`config.mk`:
```
export PLATFORM = sky130hd
export DESIGN_NAME = htb_ctrl
export DESIGN_NICKNAME = d
export VERILOG_FILES = /design/src/rtl/htb_pkg.sv /design/src/rtl/htb_ctrl.sv
export SDC_FILE = /design/constraint.sdc
export NUM_CORES = 1
export LEC_CHECK = 0
export BUFFER_PORTS_ARGS = -buffer_cell sky130_fd_sc_hd__buf_4
export CORE_MARGIN = 4
export CORE_UTILIZATION = 40
export DETAILED_ROUTE_END_ITERATION = 8
export PLACE_DENSITY = 0.74
export SLEW_MARGIN = 40
export SYNTH_ARGS = -nofsm -noshare
export SYNTH_HDL_FRONTEND = slang
export SYNTH_SLANG_ARGS = --single-unit
```
`constraint.sdc`:
```
create_clock -name clk -period 2.1 [get_ports clk]
set_input_delay 0.105 -clock clk [delete_from_list [all_inputs] [get_ports clk]]
set_output_delay 0.105 -clock clk [all_outputs]
set_load 0.02 [all_outputs]
```
`src/rtl/htb_pkg.sv`:
```
`timescale 1ns / 1ps
// ----------------------------------------------------------------------------
// htb_pkg
// shared types and codes of the huffman tree builder
// ----------------------------------------------------------------------------
package htb_pkg;
	localparam int OP_WIDTH   = 2;
	localparam int BYTE_WIDTH = 8;
	localparam int ID_WIDTH   = 10;
	localparam int OUT_COUNT_WIDTH = 32;

	typedef enum logic [1:0] {
		OP_CLEAR  = 2'd0,
		OP_COUNT  = 2'd1,
		OP_FINISH = 2'd2,
		OP_MERGE  = 2'd3
	} op_t;

	typedef enum logic [3:0] {
		ST_CLEAR,
		ST_IDLE,
		ST_FIN_RD,
		ST_FIN_WR,
		ST_SCAN,
		ST_SCAN_LAST,
		ST_SHIFT,
		ST_APPEND,
		ST_EMIT
	} state_t;

	typedef enum logic [1:0] {
		PH_COUNTING = 2'd0,
		PH_BUILDING = 2'd1,
		PH_DONE     = 2'd2
	} phase_t;

	// controller to datapath
	typedef struct packed {
		logic clr_start;   // start clear sweep / reset registers
		logic clr_step;    // one clear address
		logic cnt_byte;    // count accepted byte
		logic fin_start;   // bump end marker, start load sweep
		logic fin_rd;      // histogram read address advance
		logic fin_wr;      // load one entry into list
		logic scan_start;
		logic scan_step;
		logic scan_take;   // latch minimum and start shift
		logic shift_step;
		logic append;
		logic emit_root;
		logic out_take;
	} htb_cmd_t;

	// datapath to controller
	typedef struct packed {
		logic clr_last;
		logic fin_last;
		logic scan_last;
		logic shift_last;
		logic len_zero;
		logic len_one;
		logic second;      // second minimum taken
	} htb_sts_t;
endpackage

```
`src/rtl/htb_ctrl.sv`:
```
`timescale 1ns / 1ps
// ----------------------------------------------------------------------------
// htb_ctrl
// sequencer for clear, count, list load and merge steps
// ----------------------------------------------------------------------------
module htb_ctrl import htb_pkg::*; (
	input  logic     clk,
	input  logic     arst_n,
	input  logic     in_valid,
	output logic     in_ready,
	input  logic [1:0] in_op,
	input  logic     out_valid,
	input  logic     out_ready,
	input  htb_sts_t sts,
	output htb_cmd_t cmd
);
	state_t state_q, state_d;
	phase_t phase_q, phase_d;
	logic   acc;

	always_ff @(posedge clk or negedge arst_n) begin
		if (!arst_n) begin
			state_q <= ST_CLEAR;
			phase_q <= PH_COUNTING;
		end else begin
			state_q <= state_d;
			phase_q <= phase_d;
		end
	end

	assign acc = in_valid && in_ready;

	always_comb begin
		state_d  = state_q;
		phase_d  = phase_q;
		cmd      = '0;
		in_ready = 1'b0;
		cmd.out_take = out_valid && out_ready;
		case (state_q)
			ST_CLEAR: begin
				cmd.clr_step = 1'b1;
				if (sts.clr_last) state_d = ST_IDLE;
			end
			ST_IDLE: begin
				// a merge needs the output register free
				in_ready = !(in_op == OP_MERGE && out_valid && !out_ready);
				if (acc) begin
					case (op_t'(in_op))
						OP_CLEAR: begin
							cmd.clr_start = 1'b1;
							phase_d = PH_COUNTING;
							state_d = ST_CLEAR;
						end
						OP_COUNT: cmd.cnt_byte = (phase_q == PH_COUNTING);
						OP_FINISH: if (phase_q == PH_COUNTING) begin
							cmd.fin_start = 1'b1;
							phase_d = PH_BUILDING;
							state_d = ST_FIN_RD;
						end
						OP_MERGE: if (phase_q != PH_COUNTING && !sts.len_zero) begin
							if (sts.len_one) begin
								cmd.emit_root = 1'b1;
								phase_d = PH_DONE;
							end else begin
								cmd.scan_start = 1'b1;
								state_d = ST_SCAN;
							end
						end
						default: ;
					endcase
				end
			end
			ST_FIN_RD: begin
				cmd.fin_rd = 1'b1;
				state_d = ST_FIN_WR;
			end
			ST_FIN_WR: begin
				cmd.fin_wr = 1'b1;
				if (sts.fin_last) state_d = ST_IDLE;
				else cmd.fin_rd = 1'b1;
			end
			ST_SCAN: begin
				cmd.scan_step = 1'b1;
				if (sts.scan_last) state_d = ST_SCAN_LAST;
			end
			ST_SCAN_LAST: begin
				cmd.scan_take = 1'b1;
				state_d = ST_SHIFT;
			end
			ST_SHIFT: begin
				cmd.shift_step = 1'b1;
				if (sts.shift_last) begin
					if (sts.second) state_d = ST_APPEND;
					else begin
						cmd.scan_start = 1'b1;
						state_d = ST_SCAN;
					end
				end
			end
			ST_APPEND: begin
				cmd.append = 1'b1;
				state_d = ST_IDLE;
			end
			default: state_d = ST_IDLE;
		endcase
	end
endmodule

```
* Word level (Yosys, flattened, before mapping) *
Index checks and enable logic that the tools add are counted.

storage, ports and cells
  bits in latches = 0
  register bits = 6
  bits in read-only memories = 0
  memories = 0
  output and inout bits = 14
  word-level logic and storage cells = 83
  memory bits (writable) = 0

operators by class
  divide/modulo/power cells = 0
  reduce and logical (&&, ||, !) cells = 15
  magnitude comparators = 0
  shift-type cells = 0
  bitwise operators = 0
  $add $sub $neg = 0
  eq/ne operators = 22
  muxes and demuxes = 44
  $mul = 0

operator list
  cell                number
  $mux 4              8
  $pmux 4 s7          1
  $mux 1              25
  $eq 4x3->1 const B  4
  $ne 2x2->1 const B  7
  $mux 2              6
  $pmux 4 s3          1
  $ne 3x3->1 const B  3
  $reduce_and 9->1    1
  $eq 4x2->1 const B  2
  $pmux 2 s3          1
  $reduce_and 6->1    1
  $logic_and 1x1->1   5
  $eq 2x2->1 const B  2
  $eq 4x1->1 const B  1
  $logic_not 2->1     2
  $logic_not 4->1     1
  $ne 4x2->1 const B  1
  $pmux 1 s2          2
  $logic_not 1->1     3
  $reduce_bool 3->1   1
  $eq 2x1->1 const B  1
  $ne 2x1->1 const B  1
  $reduce_bool 2->1   1

* Longest topological paths before layout *
Gate-level depths: netlist of the first run.

  depth after elaboration = 8
  gate-level depth with buffers = 5
  mapped depth without buffers = 4

* Worst setup path before layout of the first run *
Ideal clock, no wire load.

  path kind = reg2out
  start point = register state_q[0]
  end point = output port cmd[6] (netlist name)
  cell stages (with the launch flop) = 5
  setup slack = 0.479 ns
  arrival time = 1.516 ns
  buffers on the path = 1
  path through = dfrtp_1 -> buf_2 -> nor3_1 -> nand3b_1 -> o21ai_1

RTL lines
  what                    line            RTL
  start, declared         htb_ctrl.sv:17  state_t state_q, state_d;
  start signal, assigned  htb_ctrl.sv:26  state_q <= state_d;
  end, declared           htb_ctrl.sv:15  output htb_cmd_t cmd

==> results of run 1 <==
-- worst paths after layout --
kind                                  from          to  slack, ns  cells past startpoint
worst max-delay path            state_q[2]      cmd[6]       0.36                      5
worst min-delay path                arst_n  state_q[0]       0.20                      2
worst max register to register  state_q[2]  phase_q[1]       0.65                      4
worst min register to register  phase_q[0]  phase_q[0]       0.52                      1
max in group asynchronous           arst_n  state_q[2]       1.78                      2
min in group clk                  in_op[0]  phase_q[1]       0.27                      3
-- per-layer routing --
layer  part of all wire, %  vias up  GRT usage, %  wire length [µm]
met5                     0        -             0                 0
met4                     0        0          8.52                 0
met3                   5.7        0          2.77                84
met2                    53       23          26.1               778
met1                    42      299          19.1               616
li1                      -      317             -                 -
-- layout make-up --
class	instances	area (µm²)	share of cell area, %
Multi-Input combinational cell	57	405	50.6
Tap cell	15	18.8	2.34
Inverter	3	11.3	1.41
Clock buffer	4	26.3	3.28
Sequential cell	5	126	15.8
Timing Repair Buffer	28	213	26.6
-- cells in the final DEF, fill, tap and decap left out, types with 2 or more instances in the layout --
cell type / netlist / layout
or2_2: 2 / 2
a21oi_1: 4 / 4
nor3b_1: 2 / 2
nor2_1: 7 / 7
dfrtp_1: 5 / 4
inv_1: 2 / 2
o21ai_1: 4 / 4
nand2_1: 3 / 3
clkbuf_4: 0 / 3
mux2i_1: 2 / 2
o21ai_0: 4 / 4
nor4_1: 2 / 2
nand2b_1: 2 / 2
nor3_1: 4 / 4
buf_4: 2 / 27
-- stage by stage --
stage	worst slack, ns	power [mW]	cell area, µm²	utilization [%]
final	0.363	0.869	801	60.0
after global routing	0.118	0.948	801	60.0
after CTS	0.202	0.874	800	59.9
after detailed placement	0.465	0.759	763	57.2
after global placement	0.561	0.751	763	57.2
after floorplan	0.479	0.608	578	-
-- what timing repair did --
action	4_1_cts	5_1_grt
hold endpoints to repair	5	0
resized for setup	0	1
hold buffers	1	0
setup endpoints to repair	0	1
buffers inserted	0	0
-- worst register-to-register path, delay by kind of cell (launching register included) --
kind	cells	cell delay [ns]
simple gates	2	0.52
compound gates	2	0.36
flops	1	0.49
-- cells by family after synthesis --
logic type,Yosys count,synth area share (%)
AO/OA/AOI/OAI,22,28.1
buffers and inverters,8,8.22
flip-flops,5,21.6
multiplexers,2,3.46
AND/OR/NAND/NOR,33,38.5
-- registers in the layout (all words and copies together) (netlist names) --
| register | count |
|---|---|
| state_q | 3 |
| phase_q | 2 |
-- power breakdown --
group	internal [mW]	switching [mW]
clock network	0.0716	0.0363
registers	0.137	0.0880
logic	0.251	0.285
total	0.459	0.409
==> metrics.md, run 1 <==
| Metric | Value |
|---|---|
| Max Cap Viol | 0 |
| Fin crit period | around 1.7 ns |
| Final TNS setup | 0 ns |
| # fillers | 131 |
| GRT Residual Overflow | 0 |
| Fin. Hold Viols | 0 |
| Die X | 46.0 µm |
| Number of diodes | 0 |
| Hold_ws | a little over 0.2 ns |
| Clk_skew | approximately 0.0027 ns |
| Final ANT Viol Nets | 0 |
| IO Pins | 28 |
| Drc violations | 0 |
| Buf/Inv on CP | 2 |
| Clock slew at reported path FFs | about 0.04 ns |
| Synthesis-stage register bit count | 5 |
| Clk_lat worst skew | ~0.24 ns |
| CTS Sinks | 5 |
| FFs w/ async S/R, synth | 100% |
| Post-Place Cells | 107 |
| TritonCTS Buffers | 3 |
| Pwr dens | 1080 nW/µm² |
| Crit-path max cell delay | 0.49 ns |
| CP Capture Type | primary output |
| Routability congestion estimate | roughly 0.75 |
| Cell Area, Synth | around 580 µm² |
| Port-buffer cells | 27 |
| Top FF cell, synth | dfrtp_1 |
| Critical setup path kind | reg2out |
| Via count | 639 |
| Slew headroom | between 70% and 80% |
| Cell taking the most area after synthesis | dfrtp_1 |
| Initial antenna violation count | 0 |
| Initial core utilization | ~43% |
| Max Fclk | around 580 MHz |
| Worst hold path class | in2async |
| Count leader, synth | nor2_1 |
| Site row count | 13 |
| Largest net degree at the start of global routing | 14 |
| Post-DP HPWL | between 1 and 1.5 mm |
| Required time worst endpoint | 2.00 ns |
| Overall Global Routing Usage | between 10% and 20% |
| Critical-path cell list | clkinv_1, nor3_1, nand3b_1, o21ai_1, buf_4 |
| Fin nets | approximately 110 |
| Arrival time worst endpoint | 1.63 ns |
| Leak | around 0.34 nW |
| Synth cell types | 38 |
| Top Family by Delay on Critical Path | flip-flops |
| H-tree depth | 1 |
| Slowest CP cell | dfrtp_2 |
| Top cells by area, synth | dfrtp_1 22%, nand4bb_4 4.8%, nor2_1 4.5%, a31oi_4 3.7%, a21oi_1 3.5% |
| Final WL | between 1 and 1.5 mm |
| CTS tree | built |
| Synthesized area per cell | approximately 8.3 µm² |
| Gate Count Post-Synth | 70 |
| Slew @ Worst Pin | approximately 0.42 ns |
| Number of global-route vias before repair | ~610 |
| Fraction of layout cells with a size suffix above 1 | 41.2% |
| RSZ-0062 raised after global routing | false |
| Post-Syn Nets | 84 |
| Cell Count, Final, Fillers Out | 112 |
| Area growth syn-to-layout | 38.5% |
| Yosys top cell area share | a little over a fifth |
| Max-slew violation count | 0 |
| Status | complete, no violations |
| Endpoints failing setup | 0 |
| Post-synthesis sequential area ratio | 21.6% |
| CTS root buf | clkbuf_4 |
| Wire per inst | between 10 and 15 µm |
| First-pass GRT wire length | 2.45 mm |
| Worst vdd ir | between 0.0006 and 0.0007 V |
| Via density | 5.71 |
| Yosys warns | 0 |
| CTS Buffer Depth | 2 |
| Worst-path maximum fanout | 13 |
| Initial drt markers | 20 |
| Top cells by instance count after synthesis | 7 x nor2_1, 5 x dfrtp_1 |
| DIE AREA | about 2100 µm² |
| Critical Path Start Type | flop |
| Area of the core | roughly 1300 µm² |
| Post-synth EDFFs | 0 |
| Final worst-path cycle share | about 83% |
| Die Y-Extent | roughly 46 µm |
| Total iterations of the first detailed-routing run | 4 |
Power figures use the tool's default switching activity.
==> run 2, diff against run 1 <==
PLACE_DENSITY = 0.77   (was 0.74)
clock period = 1.46 ns   (was 2.1 ns; I/O delays follow)
==> run 2 against run 1 <==
The run now ends with negative setup slack left. Clock skew shrank 0.0024 ns. Total power grew 110%. Clock-buffer cell count down 1. First-iteration DRC count rose by 75%. Routed wire length up 62%. Register-to-register slack got worse by 0.74 ns. Critical path depth stayed put. Sequential share of layout area decreased by 3.5 points. Die area is the same. Global-route usage grew 4.7 points. Largest cell class unchanged.
==> metrics.md, run 2 (synthesis gave the netlist of run 1 again) <==
| Metric | Value |
|---|---|
| Critical Path Start Type | flop |
| Fin. Hold Viols | 0 (unchanged) |
| Register-to-Register Path Depth | 6 (+2) |
| First-pass GRT wire length | 3.08 mm (+26%) |
| RSZ-0062 raised after global routing | true |
| Via count | 751 (+18%) |
| Violated checks | negative setup slack |
| Fin nets | 128 (+14%) |
| Total Power | 1.80 mW (+110%) |
| Final worst-path cycle share | 109% |
| Number of global-route vias before repair | 678 (+10%) |
| Total iterations of the first detailed-routing run | 4 (unchanged) |
| Slew @ Worst Pin | 0.497 ns (+0.0794 ns) |
| CP Capture Type | primary output |
| Commonest non-fill, non-tap cell in the layout | buf_4 |
| CTS Sinks | 5 (unchanged) |
| Worst hold path class | in2async |
| Initial drt markers | 35 (+75%) |
| Worst r2r src | state_q[1] |
| Max Fclk | 628 MHz |
| Overall Global Routing Usage | 20.5% (+4.7 points) |
| Final WL | 2.40 mm (+62%) |
| Via density | 5.87 (+2.8%) |
| Most frequent cells in the layout | 36 x buf_4, 7 x buf_6, 6 x nor2_1 |
| Post-DP HPWL | 1.33 mm (+14%) |
| Status | finished with violations |
| Endpoints failing setup | 7 (+7) |
| Leak | 0.451 nW (+32%) |
| Die Y-Extent | 46.0 µm (unchanged) |
| Final ANT Viol Nets | 0 (unchanged) |
| Max reg flops | 3 (unchanged) |
| Worst setup margin | -0.133 ns (-0.496 ns) |
| DIE AREA | 2120 µm² (unchanged) |
| Slew headroom | 66.8% (-5.4 points) |
| Port-buffer cells | 27 (unchanged) |
| Die X | 46.0 µm (unchanged) |
| Area growth syn-to-layout | 81.2% |
| Routability congestion estimate | 0.809 (+7.6%) |
| Required time worst endpoint | 1.39 ns (-0.61 ns) |
| CTS tree | built |
| Max-slew violation count | 0 (unchanged) |
| Area of the core | 1330 µm² (unchanged) |
| Arrival time worst endpoint | 1.52 ns (-0.11 ns) |
| Site row count | 13 (unchanged) |
| Worst vdd ir | 0.00103 V (+51%) |
| Number of diodes | 0 (unchanged) |
| Initial antenna violation count | 0 (unchanged) |
| IO Pins | 28 (unchanged) |
| Drc violations | 0 (unchanged) |
| Top Registers | state_q (3), phase_q (2) |
| Clock slew at reported path FFs | 0.04 ns (about the same) |
| Final TNS setup | -0.586 ns (-0.586 ns) |
| Clk_lat worst skew | 0.24 ns (about the same) |
| H-tree depth | 1 (unchanged) |
| RR Endpoint | phase_q[0] |
| Critical setup path kind | reg2out |
| Largest net degree at the start of global routing | 11 (-3) |
| Worst-path maximum fanout | 4 (-9) |
| R2R setup slack | -0.09 ns (-0.74 ns) |
| Wire per inst | 18.7 µm (+42%) |
| CTS Buffer Depth | 2 (unchanged) |
| Largest Register | state_q |
| Fin crit period | 1.59 ns |
| TritonCTS Buffers | 3 (unchanged) |
| Pwr dens | 1720 nW/µm² (+58%) |
| Max Cap Viol | 0 (unchanged) |
| Clk_skew | 0.000287 ns (-0.00239 ns) |
| Fraction of layout cells with a size suffix above 1 | 62.8% (+22 points) |
| GRT Residual Overflow | 0 (unchanged) |
| Initial core utilization | 43.3% (unchanged) |
| CTS root buf | clkbuf_4 |
[run 2: per-stage QoR]
stage	cells	setup slack [ns]	utilization, %	hold slack [ns]	instance area (µm²)
detailed placement	112	0.0271	60.9	-0.126	812
global route	128	-0.242	78.5	0.190	1050
CTS	126	-0.0828	71.6	0.152	955
floorplan	70	-0.00577	-	-0.223	589
finish	128	-0.133	78.5	0.163	1050
global placement	112	0.0519	60.9	-0.126	812
[run 2: worst max path at each step]
| stage | startpoint | endpoint | slack, ns |
|---|---|---|---|
| finish | state_q[1] | cmd[6] | -0.13 |
| global route | state_q[1] | cmd[6] | -0.24 |
| CTS | state_q[1] | cmd[6] | -0.08 |
| detailed placement | state_q[2] | phase_q[1] | 0.03 |
| global placement | state_q[2] | cmd[1] | 0.05 |
| floorplan | state_q[1] | phase_q[0] | -0.006 |
[run 2: per-layer routing]
layer	GRT usage, %	vias to the layer above	routed length (µm)
li1	-	346	-
met1	25.1	369	955
met2	34.1	30	1270
met3	2.37	6	125
met4	11.9	0	51
met5	0	-	0
[run 2: critical path, stage by stage, from the launching register on]
cell	delay (ns)
dfrtp_1	0.40
nand4bb_4	0.29
a31oi_4	0.23
nand2_1	0.08
o21ai_1	0.13
buf_4	0.16
[run 2: what timing repair did]
item	in CTS	in global routing
hold buffers	1	0
gates resized for setup	11	20
hold endpoints to repair	5	0
buffers inserted	9	2
setup endpoints to repair	7	12
pin swaps	7	6
[run 2: report_power, final]
| part | internal, mW | switching [mW] |
|---|---|---|
| combinational | 0.659 | 0.703 |
| clock | 0.0991 | 0.0584 |
| sequential | 0.201 | 0.0760 |
[run 2: cell type report]
cell class,count,area [µm²]
clock buffer,3,22.5
clock inverter,1,5.00
fill,91,287
inverter,3,20.0
multi-input combinational,57,493
sequential,5,129
tap,15,18.8
timing repair buffer,44,359
